### config.mk
export PLATFORM = sky130hd
export DESIGN_NAME = fuzzy_centroid_defuzzifier
export DESIGN_NICKNAME = d
export VERILOG_FILES = /design/src/hdl/fcd_pkg.sv /design/src/hdl/fuzzy_centroid_defuzzifier.sv /design/src/hdl/fcd_front.sv /design/src/hdl/fcd_queue.sv /design/src/hdl/fcd_div.sv /design/src/hdl/fcd_back.sv
export SDC_FILE = /design/constraint.sdc
export NUM_CORES = 2
export LEC_CHECK = 0
export BUFFER_PORTS_ARGS = -buffer_cell sky130_fd_sc_hd__buf_2
export CORE_MARGIN = 5
export CORE_UTILIZATION = 50
export CTS_CLUSTER_DIAMETER = 80
export DETAILED_ROUTE_END_ITERATION = 8
export MAX_ROUTING_LAYER = met4
export PLACE_DENSITY_LB_ADDON = 0.3
export SYNTH_ARGS = -nofsm -noshare
export SYNTH_HDL_FRONTEND = slang
export SYNTH_SLANG_ARGS = --single-unit
### constraint.sdc
create_clock -name clock -period 7.54 [get_ports clock]
set_input_delay 0.754 -clock clock [delete_from_list [all_inputs] [get_ports clock]]
set_output_delay 0.754 -clock clock [all_outputs]
set_load 0.1 [all_outputs]
### src/hdl/fcd_pkg.sv
// Shared constants, types and helpers for the centroid defuzzifier.
`timescale 1ns / 1ps

package fcd_pkg;

   localparam int POINT_WIDTH          = 16;
   localparam int MEMBERSHIP_FRAC_BITS = 16;

   localparam int MEM_W   = MEMBERSHIP_FRAC_BITS + 1;
   localparam int DIFF_W  = POINT_WIDTH + 1;
   localparam int MSUM_W  = MEMBERSHIP_FRAC_BITS + 2;
   localparam int TERM_W  = DIFF_W + MSUM_W + 1;
   localparam int MOM_W   = TERM_W + DIFF_W;
   localparam int ACC_W   = 64;
   localparam int MAG_W   = ACC_W - 1;
   localparam int DCNT_W  = $clog2(MAG_W + 1);
   localparam int STATUS_W = 2;

   localparam int QUEUE_DEPTH = 4;
   localparam int QPTR_W      = $clog2(QUEUE_DEPTH);

   localparam int REQ_DATA_W = ((POINT_WIDTH + MEM_W + 7) / 8) * 8;
   localparam int RSP_DATA_W = ((POINT_WIDTH + STATUS_W + 7) / 8) * 8;

   localparam logic [MEM_W-1:0] MEM_ONE = MEM_W'(1) << MEMBERSHIP_FRAC_BITS;

   localparam logic signed [ACC_W-1:0] ACC_MAX = {1'b0, {(ACC_W-1){1'b1}}};

   localparam logic [MAG_W-1:0] CEN_NEG_LIM = MAG_W'(1) << (POINT_WIDTH - 1);
   localparam logic [MAG_W-1:0] CEN_POS_LIM = CEN_NEG_LIM - MAG_W'(1);
   localparam logic [POINT_WIDTH-1:0] CEN_MAX = {1'b0, {(POINT_WIDTH-1){1'b1}}};
   localparam logic [POINT_WIDTH-1:0] CEN_MIN = {1'b1, {(POINT_WIDTH-1){1'b0}}};

   typedef enum logic [STATUS_W-1:0] {
      STATUS_OK        = 2'd0,
      STATUS_ZERO_AREA = 2'd1,
      STATUS_OVERFLOW  = 2'd2
   } status_type;

   // one classified item as handed from the front to the back
   typedef struct packed {
      logic signed [DIFF_W-1:0] diff;   // x - previous x
      logic [MSUM_W-1:0]        msum;   // membership + previous membership
      logic signed [DIFF_W-1:0] xsum;   // x + previous x (x itself on the first item)
      logic                     pair;   // a previous item exists in this set
      logic                     last;
   } pair_type;

   typedef struct packed {
      logic signed [ACC_W-1:0] sum;
      logic                    ovf;
   } sat_type;

   typedef struct packed {
      logic             start;
      logic [MAG_W-1:0] dividend;
      logic [MAG_W-1:0] divisor;
   } div_req_type;

   typedef struct packed {
      logic             done;
      logic [MAG_W-1:0] quotient;
   } div_rsp_type;

   // add clamped symmetrically to +-ACC_MAX
   function automatic sat_type sat_add(input logic signed [ACC_W-1:0] a,
                                       input logic signed [ACC_W-1:0] b);
      logic signed [ACC_W:0] s;
      logic signed [ACC_W:0] hi;
      logic signed [ACC_W:0] lo;
      sat_type               r;
      s     = $signed({a[ACC_W-1], a}) + $signed({b[ACC_W-1], b});
      hi    = $signed({1'b0, ACC_MAX});
      lo    = -hi;
      r.sum = s[ACC_W-1:0];
      r.ovf = 1'b0;
      if (s > hi) begin
         r.sum = ACC_MAX;
         r.ovf = 1'b1;
      end else if (s < lo) begin
         r.sum = -ACC_MAX;
         r.ovf = 1'b1;
      end
      return r;
   endfunction

endpackage

### src/hdl/fuzzy_centroid_defuzzifier.sv
// Top level of the centroid defuzzifier: front, queue, accumulate back end and divider.
`timescale 1ns / 1ps

//  channel | dir | handshake             | payload
//  req     | in  | req_tvalid/req_tready | tdata: point_value, membership; tlast: last_point
//  rsp     | out | rsp_tvalid/rsp_tready | tdata: centroid, status
//
//  Items are taken one per cycle while the four-entry queue has room; each pair passes
//  a two-multiplier accumulate pipeline. The last item of a set closes it, directly for
//  a lone point or zero area, else through the 63-step restoring divider; the next set
//  waits in the queue.
//  The result register lets the back end finish while the consumer stalls.
//  Reset is synchronous and active high and clears all set state at once.

module fuzzy_centroid_defuzzifier (
   input  logic                               clock,
   input  logic                               reset,
   input  logic                               req_tvalid,
   output logic                               req_tready,
   input  logic [fcd_pkg::REQ_DATA_W-1:0]     req_tdata,   // point_value, membership, zero pad
   input  logic                               req_tlast,
   output logic                               rsp_tvalid,
   input  logic                               rsp_tready,
   output logic [fcd_pkg::RSP_DATA_W-1:0]     rsp_tdata    // centroid, status, zero pad
);

   fcd_pkg::pair_type    push_entry;
   fcd_pkg::pair_type    pop_entry;
   logic                 q_push;
   logic                 q_pop;
   logic                 q_full;
   logic                 q_empty;
   fcd_pkg::div_req_type div_req;
   fcd_pkg::div_rsp_type div_rsp;

   fcd_front u_front (
      .clock      (clock),
      .reset      (reset),
      .req_tvalid (req_tvalid),
      .req_tready (req_tready),
      .req_tdata  (req_tdata),
      .req_tlast  (req_tlast),
      .q_full     (q_full),
      .q_push     (q_push),
      .q_entry    (push_entry)
   );

   fcd_queue u_queue (
      .clock      (clock),
      .reset      (reset),
      .push       (q_push),
      .push_entry (push_entry),
      .full       (q_full),
      .pop        (q_pop),
      .pop_entry  (pop_entry),
      .empty      (q_empty)
   );

   fcd_div u_div (
      .clock   (clock),
      .reset   (reset),
      .div_req (div_req),
      .div_rsp (div_rsp)
   );

   fcd_back u_back (
      .clock      (clock),
      .reset      (reset),
      .q_empty    (q_empty),
      .q_entry    (pop_entry),
      .q_pop      (q_pop),
      .div_req    (div_req),
      .div_rsp    (div_rsp),
      .rsp_tvalid (rsp_tvalid),
      .rsp_tready (rsp_tready),
      .rsp_tdata  (rsp_tdata)
   );

endmodule

### src/hdl/fcd_front.sv
// Front end: accepts items, clamps membership and pairs each item with the previous one.
`timescale 1ns / 1ps

module fcd_front (
   input  logic                                clock,
   input  logic                                reset,
   input  logic                                req_tvalid,
   output logic                                req_tready,
   input  logic [fcd_pkg::REQ_DATA_W-1:0]      req_tdata,
   input  logic                                req_tlast,
   input  logic                                q_full,
   output logic                                q_push,
   output fcd_pkg::pair_type                   q_entry
);

   logic signed [fcd_pkg::POINT_WIDTH-1:0] prev_point_ff, prev_point_in;
   logic [fcd_pkg::MEM_W-1:0]              prev_mem_ff, prev_mem_in;
   logic                                   have_prev_ff, have_prev_in;

   logic signed [fcd_pkg::POINT_WIDTH-1:0] x;
   logic [fcd_pkg::MEM_W-1:0]              mem_raw;
   logic [fcd_pkg::MEM_W-1:0]              mem_clamp;
   logic                                   accept;

   assign x         = $signed(req_tdata[fcd_pkg::POINT_WIDTH-1:0]);
   assign mem_raw   = req_tdata[fcd_pkg::POINT_WIDTH +: fcd_pkg::MEM_W];
   assign mem_clamp = (mem_raw > fcd_pkg::MEM_ONE) ? fcd_pkg::MEM_ONE : mem_raw;

   assign req_tready = ~q_full;
   assign accept     = req_tvalid & ~q_full;
   assign q_push     = accept;

   assign q_entry.diff = $signed({x[fcd_pkg::POINT_WIDTH-1], x})
                       - $signed({prev_point_ff[fcd_pkg::POINT_WIDTH-1], prev_point_ff});
   assign q_entry.xsum = $signed({x[fcd_pkg::POINT_WIDTH-1], x})
                       + $signed({prev_point_ff[fcd_pkg::POINT_WIDTH-1], prev_point_ff});
   assign q_entry.msum = {1'b0, mem_clamp} + {1'b0, prev_mem_ff};
   assign q_entry.pair = have_prev_ff;
   assign q_entry.last = req_tlast;

   // previous point stays zero between sets so xsum carries the lone point
   always_comb begin
      prev_point_in = prev_point_ff;
      prev_mem_in   = prev_mem_ff;
      have_prev_in  = have_prev_ff;
      if (accept) begin
         if (req_tlast) begin
            prev_point_in = '0;
            prev_mem_in   = '0;
            have_prev_in  = 1'b0;
         end else begin
            prev_point_in = x;
            prev_mem_in   = mem_clamp;
            have_prev_in  = 1'b1;
         end
      end
   end

   always_ff @(posedge clock) begin
      if (reset) begin
         prev_point_ff <= '0;
         prev_mem_ff   <= '0;
         have_prev_ff  <= 1'b0;
      end else begin
         prev_point_ff <= prev_point_in;
         prev_mem_ff   <= prev_mem_in;
         have_prev_ff  <= have_prev_in;
      end
   end

endmodule

### src/hdl/fcd_queue.sv
// Short register queue between the front and the back.
`timescale 1ns / 1ps

module fcd_queue (
   input  logic              clock,
   input  logic              reset,
   input  logic              push,
   input  fcd_pkg::pair_type push_entry,
   output logic              full,
   input  logic              pop,
   output fcd_pkg::pair_type pop_entry,
   output logic              empty
);

   fcd_pkg::pair_type               entry_ff [fcd_pkg::QUEUE_DEPTH];
   logic [fcd_pkg::QPTR_W-1:0]      wr_ptr_ff, wr_ptr_in;
   logic [fcd_pkg::QPTR_W-1:0]      rd_ptr_ff, rd_ptr_in;
   logic [fcd_pkg::QPTR_W:0]        count_ff, count_in;

   assign full      = (count_ff == (fcd_pkg::QPTR_W + 1)'(fcd_pkg::QUEUE_DEPTH));
   assign empty     = (count_ff == '0);
   assign pop_entry = entry_ff[rd_ptr_ff];

   always_comb begin
      wr_ptr_in = wr_ptr_ff;
      rd_ptr_in = rd_ptr_ff;
      count_in  = count_ff;
      if (push) begin
         wr_ptr_in = (wr_ptr_ff == fcd_pkg::QPTR_W'(fcd_pkg::QUEUE_DEPTH - 1)) ?
                     '0 : wr_ptr_ff + 1'b1;
      end
      if (pop) begin
         rd_ptr_in = (rd_ptr_ff == fcd_pkg::QPTR_W'(fcd_pkg::QUEUE_DEPTH - 1)) ?
                     '0 : rd_ptr_ff + 1'b1;
      end
      if (push && !pop) begin
         count_in = count_ff + 1'b1;
      end else if (pop && !push) begin
         count_in = count_ff - 1'b1;
      end
   end

   always_ff @(posedge clock) begin
      if (push) begin
         entry_ff[wr_ptr_ff] <= push_entry;
      end
   end

   always_ff @(posedge clock) begin
      if (reset) begin
         wr_ptr_ff <= '0;
         rd_ptr_ff <= '0;
         count_ff  <= '0;
      end else begin
         wr_ptr_ff <= wr_ptr_in;
         rd_ptr_ff <= rd_ptr_in;
         count_ff  <= count_in;
      end
   end

endmodule

### src/hdl/fcd_div.sv
// Restoring divider for the accumulator magnitudes, one quotient bit a cycle.
`timescale 1ns / 1ps

module fcd_div (
   input  logic                 clock,
   input  logic                 reset,
   input  fcd_pkg::div_req_type div_req,
   output fcd_pkg::div_rsp_type div_rsp
);

   logic [fcd_pkg::MAG_W:0]    rem_ff, rem_in;
   logic [fcd_pkg::MAG_W-1:0]  quo_ff, quo_in;
   logic [fcd_pkg::MAG_W-1:0]  dvs_ff, dvs_in;
   logic [fcd_pkg::DCNT_W-1:0] cnt_ff, cnt_in;
   logic                       done_ff, done_in;

   logic [fcd_pkg::MAG_W:0]    trial;
   logic [fcd_pkg::MAG_W+1:0]  diff;

   assign trial = {rem_ff[fcd_pkg::MAG_W-1:0], quo_ff[fcd_pkg::MAG_W-1]};
   assign diff  = {1'b0, trial} - {2'b00, dvs_ff};

   assign div_rsp.done     = done_ff;
   assign div_rsp.quotient = quo_ff;

   always_comb begin
      rem_in  = rem_ff;
      quo_in  = quo_ff;
      dvs_in  = dvs_ff;
      cnt_in  = cnt_ff;
      done_in = 1'b0;
      if (div_req.start) begin
         rem_in = '0;
         quo_in = div_req.dividend;
         dvs_in = div_req.divisor;
         cnt_in = fcd_pkg::DCNT_W'(fcd_pkg::MAG_W);
      end else if (cnt_ff != '0) begin
         // dividend bits shift out of the top of quo while quotient bits enter below
         if (!diff[fcd_pkg::MAG_W+1]) begin
            rem_in = diff[fcd_pkg::MAG_W:0];
            quo_in = {quo_ff[fcd_pkg::MAG_W-2:0], 1'b1};
         end else begin
            rem_in = trial;
            quo_in = {quo_ff[fcd_pkg::MAG_W-2:0], 1'b0};
         end
         cnt_in  = cnt_ff - 1'b1;
         done_in = (cnt_ff == fcd_pkg::DCNT_W'(1));
      end
   end

   always_ff @(posedge clock) begin
      rem_ff <= rem_in;
      quo_ff <= quo_in;
      dvs_ff <= dvs_in;
      if (reset) begin
         cnt_ff  <= '0;
         done_ff <= 1'b0;
      end else begin
         cnt_ff  <= cnt_in;
         done_ff <= done_in;
      end
   end

endmodule

### src/hdl/fcd_back.sv
// Back end: trapezoid multiply-accumulate pipeline, end-of-set control and result register.
`timescale 1ns / 1ps

module fcd_back (
   input  logic                               clock,
   input  logic                               reset,
   input  logic                               q_empty,
   input  fcd_pkg::pair_type                  q_entry,
   output logic                               q_pop,
   output fcd_pkg::div_req_type               div_req,
   input  fcd_pkg::div_rsp_type               div_rsp,
   output logic                               rsp_tvalid,
   input  logic                               rsp_tready,
   output logic [fcd_pkg::RSP_DATA_W-1:0]     rsp_tdata
);

   typedef enum logic [1:0] {
      ST_RUN,
      ST_FIN,
      ST_DIV,
      ST_OUT
   } state_type;

   localparam int PW = fcd_pkg::POINT_WIDTH;

   state_type                             state_ff, state_in;
   logic                                  hold_ff, hold_in;

   logic                                  s1_valid_ff, s1_valid_in;
   logic signed [fcd_pkg::TERM_W-1:0]     s1_term_ff, s1_term_in;
   logic signed [fcd_pkg::DIFF_W-1:0]     s1_xsum_ff, s1_xsum_in;
   logic                                  s1_pair_ff, s1_pair_in;
   logic                                  s1_last_ff, s1_last_in;

   logic                                  s2_valid_ff, s2_valid_in;
   logic signed [fcd_pkg::MOM_W-1:0]      s2_mom_ff, s2_mom_in;
   logic signed [fcd_pkg::DIFF_W-1:0]     s2_xsum_ff, s2_xsum_in;
   logic                                  s2_pair_ff, s2_pair_in;
   logic                                  s2_last_ff, s2_last_in;

   logic signed [fcd_pkg::ACC_W-1:0]      area_ff, area_in;
   logic signed [fcd_pkg::ACC_W-1:0]      moment_ff, moment_in;
   logic                                  ovf_ff, ovf_in;

   logic                                  fin_single_ff, fin_single_in;
   logic [PW-1:0]                         fin_point_ff, fin_point_in;
   logic [PW-1:0]                         res_cen_ff, res_cen_in;
   fcd_pkg::status_type                   res_status_ff, res_status_in;

   logic                                  rsp_valid_ff, rsp_valid_in;
   logic [PW-1:0]                         rsp_cen_ff, rsp_cen_in;
   fcd_pkg::status_type                   rsp_status_ff, rsp_status_in;

   fcd_pkg::sat_type                      area_add;
   fcd_pkg::sat_type                      mom_add;
   logic signed [fcd_pkg::ACC_W-1:0]      neg_moment;
   logic signed [fcd_pkg::ACC_W-1:0]      neg_area;
   logic                                  cen_neg;
   logic [fcd_pkg::MAG_W-1:0]             q_half;
   logic [PW-1:0]                         div_cen;
   logic                                  out_load;

   assign q_pop = (state_ff == ST_RUN) && !hold_ff && !q_empty;

   assign s1_term_in = q_entry.diff * $signed({1'b0, q_entry.msum});
   assign s2_mom_in  = s1_term_ff * s1_xsum_ff;

   assign area_add = fcd_pkg::sat_add(area_ff, fcd_pkg::ACC_W'(s1_term_ff));
   assign mom_add  = fcd_pkg::sat_add(moment_ff, fcd_pkg::ACC_W'(s2_mom_ff));

   // sums never reach the most negative code, so magnitudes fit MAG_W bits
   assign neg_moment = -moment_ff;
   assign neg_area   = -area_ff;
   assign cen_neg    = moment_ff[fcd_pkg::ACC_W-1] ^ area_ff[fcd_pkg::ACC_W-1];

   assign div_req.start    = (state_ff == ST_FIN) && !fin_single_ff && (area_ff != '0);
   assign div_req.dividend = moment_ff[fcd_pkg::ACC_W-1] ?
                             neg_moment[fcd_pkg::MAG_W-1:0] : moment_ff[fcd_pkg::MAG_W-1:0];
   assign div_req.divisor  = area_ff[fcd_pkg::ACC_W-1] ?
                             neg_area[fcd_pkg::MAG_W-1:0] : area_ff[fcd_pkg::MAG_W-1:0];

   // area is doubled and moment quadrupled, hence the extra halving
   assign q_half = div_rsp.quotient >> 1;

   always_comb begin
      if (!cen_neg) begin
         div_cen = (q_half > fcd_pkg::CEN_POS_LIM) ? fcd_pkg::CEN_MAX : q_half[PW-1:0];
      end else begin
         div_cen = (q_half > fcd_pkg::CEN_NEG_LIM) ? fcd_pkg::CEN_MIN : -q_half[PW-1:0];
      end
   end

   assign out_load = (state_ff == ST_OUT) && (!rsp_valid_ff || rsp_tready);

   always_comb begin
      state_in      = state_ff;
      hold_in       = hold_ff;
      area_in       = area_ff;
      moment_in     = moment_ff;
      ovf_in        = ovf_ff;
      fin_single_in = fin_single_ff;
      fin_point_in  = fin_point_ff;
      res_cen_in    = res_cen_ff;
      res_status_in = res_status_ff;
      rsp_valid_in  = rsp_valid_ff & ~rsp_tready;
      rsp_cen_in    = rsp_cen_ff;
      rsp_status_in = rsp_status_ff;

      s1_valid_in = q_pop;
      s1_xsum_in  = q_entry.xsum;
      s1_pair_in  = q_entry.pair;
      s1_last_in  = q_entry.last;

      s2_valid_in = s1_valid_ff;
      s2_xsum_in  = s1_xsum_ff;
      s2_pair_in  = s1_pair_ff;
      s2_last_in  = s1_last_ff;

      if (s1_valid_ff && s1_pair_ff) begin
         area_in = area_add.sum;
         ovf_in  = ovf_in | area_add.ovf;
      end
      if (s2_valid_ff && s2_pair_ff) begin
         moment_in = mom_add.sum;
         ovf_in    = ovf_in | mom_add.ovf;
      end
      // nothing of the next set enters until this set's result is out
      if (q_pop && q_entry.last) begin
         hold_in = 1'b1;
      end

      case (state_ff)
         ST_RUN: begin
            if (s2_valid_ff && s2_last_ff) begin
               state_in      = ST_FIN;
               fin_single_in = !s2_pair_ff;
               fin_point_in  = s2_xsum_ff[PW-1:0];
            end
         end
         ST_FIN: begin
            if (fin_single_ff) begin
               res_cen_in    = fin_point_ff;
               res_status_in = fcd_pkg::STATUS_OK;
               state_in      = ST_OUT;
            end else if (area_ff == '0) begin
               res_cen_in    = '0;
               res_status_in = ovf_ff ? fcd_pkg::STATUS_OVERFLOW : fcd_pkg::STATUS_ZERO_AREA;
               state_in      = ST_OUT;
            end else begin
               state_in = ST_DIV;
            end
         end
         ST_DIV: begin
            if (div_rsp.done) begin
               res_cen_in    = div_cen;
               res_status_in = ovf_ff ? fcd_pkg::STATUS_OVERFLOW : fcd_pkg::STATUS_OK;
               state_in      = ST_OUT;
            end
         end
         ST_OUT: begin
            if (out_load) begin
               rsp_valid_in  = 1'b1;
               rsp_cen_in    = res_cen_ff;
               rsp_status_in = res_status_ff;
               area_in       = '0;
               moment_in     = '0;
               ovf_in        = 1'b0;
               hold_in       = 1'b0;
               state_in      = ST_RUN;
            end
         end
         default: begin
            state_in = ST_RUN;
         end
      endcase
   end

   always_ff @(posedge clock) begin
      s1_term_ff    <= s1_term_in;
      s1_xsum_ff    <= s1_xsum_in;
      s1_pair_ff    <= s1_pair_in;
      s1_last_ff    <= s1_last_in;
      s2_mom_ff     <= s2_mom_in;
      s2_xsum_ff    <= s2_xsum_in;
      s2_pair_ff    <= s2_pair_in;
      s2_last_ff    <= s2_last_in;
      fin_single_ff <= fin_single_in;
      fin_point_ff  <= fin_point_in;
      res_cen_ff    <= res_cen_in;
      res_status_ff <= res_status_in;
      rsp_cen_ff    <= rsp_cen_in;
      rsp_status_ff <= rsp_status_in;
      if (reset) begin
         state_ff     <= ST_RUN;
         hold_ff      <= 1'b0;
         s1_valid_ff  <= 1'b0;
         s2_valid_ff  <= 1'b0;
         area_ff      <= '0;
         moment_ff    <= '0;
         ovf_ff       <= 1'b0;
         rsp_valid_ff <= 1'b0;
      end else begin
         state_ff     <= state_in;
         hold_ff      <= hold_in;
         s1_valid_ff  <= s1_valid_in;
         s2_valid_ff  <= s2_valid_in;
         area_ff      <= area_in;
         moment_ff    <= moment_in;
         ovf_ff       <= ovf_in;
         rsp_valid_ff <= rsp_valid_in;
      end
   end

   assign rsp_tvalid = rsp_valid_ff;
   assign rsp_tdata  = {(fcd_pkg::RSP_DATA_W - PW - fcd_pkg::STATUS_W)'(0),
                        rsp_status_ff, rsp_cen_ff};

`ifndef SYNTHESIS
   a_div_nonzero: assert property (@(posedge clock) disable iff (reset)
      div_req.start |-> (area_ff != '0))
      else $error("divider started with zero area");

   a_pipe_drained: assert property (@(posedge clock) disable iff (reset)
      (state_ff != ST_RUN) |-> (!s1_valid_ff && !s2_valid_ff))
      else $error("item in flight after end of set");

   a_clear_on_load: assert property (@(posedge clock) disable iff (reset)
      out_load |=> (area_ff == '0 && moment_ff == '0 && !ovf_ff && rsp_valid_ff))
      else $error("set state not cleared when result loaded");

   a_hold_blocks: assert property (@(posedge clock) disable iff (reset)
      (hold_ff && $past(hold_ff)) |-> !s1_valid_ff)
      else $error("item entered the pipeline while a set was closing");
`endif

endmodule

=== Word-level counts from Yosys, hierarchy flattened ===
Memories as Yosys holds them, arrays and structs flattened. A register that Yosys moved wholly into a read port is not among the register bits.
Index checks and enable logic that the tools add are counted.

* Add/subtract/negate cells: 14
* Multipliers: 2
* $lt $le $gt $ge: 7
* Equal/unequal tests: 11
* Mux-type cells: 58
* Bitwise operators: 8
* Reductions and logical operators: 32

{| class="wikitable"
|+ Operators by type and width
! operator !! count
|-
| $mux 64 || 6
|-
| $mux 63 || 5
|-
| $mux 65 || 4
|-
| $gt 65x64->1 const B || 2
|-
| $lt 65x64->1 const B || 2
|-
| $neg 63->63 || 2
|-
| $mux 16 || 7
|-
| $add 64x36->65 || 1
|-
| $add 64x53->65 || 1
|-
| $sub 64x63->65 || 1
|-
| $logic_not 64->1 || 1
|-
| $reduce_bool 64->1 || 1
|-
| $gt 62x15->1 const B || 1
|-
| $gt 62x16->1 const B || 1
|-
| $mul 36x17->53 || 1
|-
| $mul 17x19->36 || 1
|-
| $mux 17 || 2
|-
| $pmux 16 s2 || 1
|-
| $mux 2 || 13
|-
| $add 17x17->18 || 1
|-
| $add 16x16->17 || 1
|-
| $gt 17x17->1 const B || 1
|-
| $sub 16x16->17 || 1
|-
| $neg 16->16 || 1
|-
| 30 further kinds || 74
|}

* Register bits after elaboration: 551
* Bits in writable memories: 216
* Bits of input ports: 45
* Output and inout bits: 26
* Logic and storage cells: 166
* Memories kept: 1

{| class="wikitable"
|+ Memories
! memory !! words !! width !! read ports !! clocked after memory_dff !! wr ports !! line !! text
|-
| u_queue.entry_ff || 4 || 54 || 1 || 1 || 1 || fcd_queue.sv:15 || <nowiki>fcd_pkg::pair_type entry_ff [fcd_pkg::QUEUE_DEPTH];</nowiki>
|}

=== Depth between registers and ports, before layout ===
* Depth after elaboration: 10
* Gate-level depth with buffers: 33
* Gate-level depth less buffers: 29

=== By module ===
Synthesis repeated with hierarchy kept, for this count alone.

* Cell total of the unflattened synthesis: 8340
* Area, all modules: 76883.7 µm²

{| class="wikitable"
|+ Modules (own cells, without submodules)
! module !! times used !! cells each !! area an instance (µm²) !! seq. area each (µm²)
|-
| fcd_back || 1 || 6300 || 53070.9 || 6816.5
|-
| fcd_div || 1 || 1210 || 11661.2 || 5185.0
|-
| fcd_queue || 1 || 326 || 8299.2 || 6666.4
|-
| fcd_front || 1 || 504 || 3852.4 || 680.7
|}

=== Worst setup path before layout ===
No wires, ideal clock.

* Kind: flip-flop to flip-flop
* Start point: register with a tool-made name
* End point: register u_back.s1_term_ff[35] (netlist bit)
* Setup time: 72 ps
* Arrival time: 8152 ps
* Setup slack: -684 ps
* Stages on the path, launching flop included: 31
* Buffers on the path: 3
* Cell sequence: dfxtp_1 clkbuf_1 clkbuf_1 buf_1 mux2_2 o21ai_1 nor2_1 fa_1 inv_1 fa_1 fa_1 inv_1 fa_1 fa_1 inv_1 fa_1 inv_1 ha_1 a21o_1 a21oi_1 nand2b_1 nand2b_1 or3_1 o31ai_1 o2111ai_1 nand3_1 a41oi_1 or2_2 a221o_1 a21oi_1 xnor2_1

{| class="wikitable"
|+ RTL lines
! element !! line !! text
|-
| end signal, assigned || fcd_back.sv:179 || <nowiki>s1_term_ff <= s1_term_in;</nowiki>
|-
| end, declared || fcd_back.sv:30 || <nowiki>logic signed [fcd_pkg::TERM_W-1:0] s1_term_ff, s1_term_in;</nowiki>
|}

==> flow_metrics.env <==
export IMPL_gp_congestion=0.961
export IMPL_endpoint_kind="flop"
export IMPL_cp_arrival_ns=7.95
export IMPL_final_max_slew_viol_count=0
export IMPL_nets=9637
export IMPL_fillers=13200
export IMPL_drive_above_1_share=0.0860
export IMPL_yosys_area_top_type="fa_1"
export IMPL_failed_checks="max-capacitance violations"
export IMPL_routed_via_density=5.69
export IMPL_ys_ff_latch=765
export IMPL_coreArea_mm2=0.149
export IMPL_critical_path_max_fanout=8
export IMPL_grt_max_degree=96
export IMPL_std_cell_rows=142
export IMPL_die_area_mm2=0.158
export IMPL_synthesis_area_mm2=0.0749
export IMPL_port_buffers=57
export IMPL_cts_sinks=765
export IMPL_finalSetupViolations=0
export IMPL_die_w_um=397
export IMPL_layoutNonFillerInstCount=10400
export IMPL_register_area_mm2=0.0193
export IMPL_async_reset_ff_frac=0
export IMPL_hold_ws_ns=0.318
export IMPL_fin_skew_ns=0.0559
export IMPL_initial_core_util=0.501
export IMPL_drt_wirelength_per_cell_um=19.2
export IMPL_drtAntennaViolNets=0
export IMPL_status="finished with violations"
export IMPL_cts_buffers_inserted=92
export IMPL_path_clk_slew_ns=0.06
export IMPL_hold_viol=0
export IMPL_grt_pass1_wl_um=318000
export IMPL_synth_ff_type="edfxtp_1"
export IMPL_rsz0062_at_grt="yes"
export IMPL_dp_hpwl_um=155000
export IMPL_ys_types=104
export IMPL_grt_pass1_vias=59100
export IMPL_ctsHtreeMaxLevel=3
export IMPL_critical_path_required_ns=8.13
export IMPL_ys_seq_area_frac=0.257
export IMPL_holdCritPathClass="in2reg"
export IMPL_startpoint_type="flop"
export IMPL_crit_type="reg2reg"
export IMPL_synth_edff_count=391
export IMPL_synth_warnings=0
export IMPL_cap_viol_max_count=1
export IMPL_dpl_cell_count=10200
export IMPL_die_h_um=397
export IMPL_synth_cells=8198
export IMPL_tightest_slew_ns=1.42
export IMPL_first_pass_iters=6
export IMPL_multi_input_area_mm2=0.0501
export IMPL_cts_tree="done"
export IMPL_clk_path_buf_depth=3
export IMPL_max_freq_ghz=0.136
export IMPL_min_period_over_period=0.977
export IMPL_clock_tree_root_cell="clkbuf_16"
export IMPL_areaGrowthSynthToFinish_pct=9.77
export IMPL_via_count=59000
export IMPL_grt_antenna_before_repair=1
export IMPL_min_period_ns=7.37
export IMPL_grt_total_usage=0.257
export IMPL_totalWireLength_um=198000
export IMPL_grt_overflow_total=0
export IMPL_io_pins=71
export IMPL_route_detailed_drc=0
export IMPL_syn_avg_cell_area_um2=9.14
export IMPL_slew_headroom=0.0257
export IMPL_yosys_top_cells_area="fa_1, edfxtp_1, dfxtp_1"
export IMPL_synth_top_area_frac=0.221
export IMPL_drt_iter0_markers=4639
export IMPL_clkLatencyLatePin_ns=0.71
==> timing repair <==
item,in CTS,in global routing
hold buffers,0,0
resized for setup,4,72
gates cloned,0,3
endpoints found under the setup margin,1,13
setup buffers,3,8
pin swaps,0,14
==> per-stage QoR <==
stage / area [µm²] / util / setup WS, ns / TNS, ns
after floorplan: 75000 / - / 0.00142 / 0
after global placement: 78500 / 0.525 / -0.0189 / -0.0189
after detailed placement: 78500 / 0.525 / -0.0700 / -0.0700
after CTS: 81800 / 0.548 / 0.0177 / 0
after global routing: 82200 / 0.550 / -0.110 / -0.131
final: 82200 / 0.550 / 0.173 / 0
==> critical path, cell delays in order, from the launching register on <==
cell and delay (ns):
dfxtp_4 0.38, buf_4 0.15, buf_6 0.13, mux4_2 0.64, nand2_2 0.11, fa_1 0.44
fa_1 0.49, fa_1 0.49, inv_1 0.05, fa_1 0.48, fa_1 0.50, inv_1 0.06
fa_1 0.52, inv_1 0.06, ha_4 0.24, a21o_1 0.19, a21oi_2 0.15, nand2b_4 0.14
nand2b_1 0.06, or3_4 0.34, o31ai_4 0.30, o2111ai_2 0.17, nand3_1 0.16, a41oi_2 0.11
or2_4 0.25, a221o_1 0.36, a21oi_2 0.14, xnor2_1 0.13
==> cells by family (layout without fill, tap and decap cells) <==
logic type / after synthesis / after routing / synth area share
DFF: 765 / 765 / 0.257
adders and majority gates: 1337 / 1337 / 0.306
and+or+nand+nor: 2477 / 2477 / 0.156
buffers and inverters: 1541 / 1671 / 0.0790
AOI/OAI and AO/OA: 1613 / 1613 / 0.141
other: 1 / 10 / 0.0000500
xor gates and xnor gates: 367 / 367 / 0.0429
muxes: 97 / 98 / 0.0183
==> worst paths after layout <==
kind              slack (ns)                  start                 endpoint  cells past startpoint
setup / recovery        0.17                   flop    u_back.s1_term_ff[35]                     27
hold reg to reg         0.40  u_back.s2_xsum_ff[15]  u_back.fin_point_ff[15]                      0
hold / removal          0.32          req_tdata[21]   u_front.prev_mem_ff[5]                      3
setup reg to reg        0.17                   flop    u_back.s1_term_ff[35]                     27
==> metal layers <==
metal  global-route usage  vias up  share of wire
li1                     -    27600              -
met1                0.337    29200           0.43
met2                0.423     1803           0.48
met3               0.0268      359          0.057
met4               0.0819        0          0.036
met5                    -        -              0
==> sequential cells by signal, summed over array words and instances (netlist names), 2 cells and up, named ones only <==
| register | cells |
|---|---|
| u_div.rem_ff | 63 |
| u_back.fin_point_ff | 16 |
| u_queue.entry_ff | 212 |
| u_back.area_ff | 64 |
| u_back.s2_xsum_ff | 16 |
| u_back.s1_xsum_ff | 17 |
| u_back.rsp_status_ff | 2 |
| u_queue.count_ff | 3 |
| u_back.s2_mom_ff | 53 |
| u_back.state_ff | 2 |
| u_back.moment_ff | 64 |
| u_back.res_cen_ff | 16 |
| u_back.res_status_ff | 2 |
| u_front.prev_point_ff | 16 |
| u_div.dvs_ff | 63 |
| u_queue.rd_ptr_ff | 2 |
| u_div.cnt_ff | 6 |
| u_back.s1_term_ff | 36 |
| u_queue.wr_ptr_ff | 2 |
| u_div.quo_ff | 63 |
| u_front.prev_mem_ff | 17 |
| u_back.rsp_cen_ff | 16 |
==> cell usage after synthesis, types with 25 or more instances <==
library cell / instances
and3_1: 57
a21oi_1: 401
mux2i_1: 41
nor4_1: 45
inv_1: 1173
dfxtp_1: 374
a31oi_1: 35
o21ai_1: 27
nand2b_1: 54
xnor2_1: 231
o41ai_1: 27
xor2_1: 136
or3_1: 57
o31ai_1: 55
mux2_2: 27
nor2b_1: 70
nor3_1: 111
clkbuf_1: 326
nor3b_1: 25
a211oi_1: 82
ha_1: 508
o221a_2: 34
o211ai_1: 31
or4_1: 33
nand2_1: 952
mux4_2: 29
o21a_1: 73
fa_1: 827
nor2_1: 540
o21ai_0: 355
o21bai_1: 55
a21o_1: 148
and2_1: 276
a311oi_1: 33
nand4_1: 61
nand3_1: 113
edfxtp_1: 391
o22ai_1: 62
==> layout make-up <==
cell class	count	area share
multi-input combinational	5898	0.609
tap	2016	0.0307
clock buffer	109	0.0298
antenna	4	0.000122
clock inverter	62	0.0100
sequential	765	0.234
inverter	1175	0.0537
timing repair buffer	325	0.0322
==> layout by cell type, fill, tap and decap left out, types with 276 or more instances in the layout <==
master	netlist	final
dfxtp_1	374	356
edfxtp_1	391	391
nor2_1	540	539
fa_1	827	826
o21ai_0	355	352
inv_1	1173	1172
and2_1	276	276
a21oi_1	401	397
nand2_1	952	945
ha_1	508	506
Power is left out: the tool's default activity adds up to more than one toggle a clock period on the data nets, which glitch-free logic cannot reach.
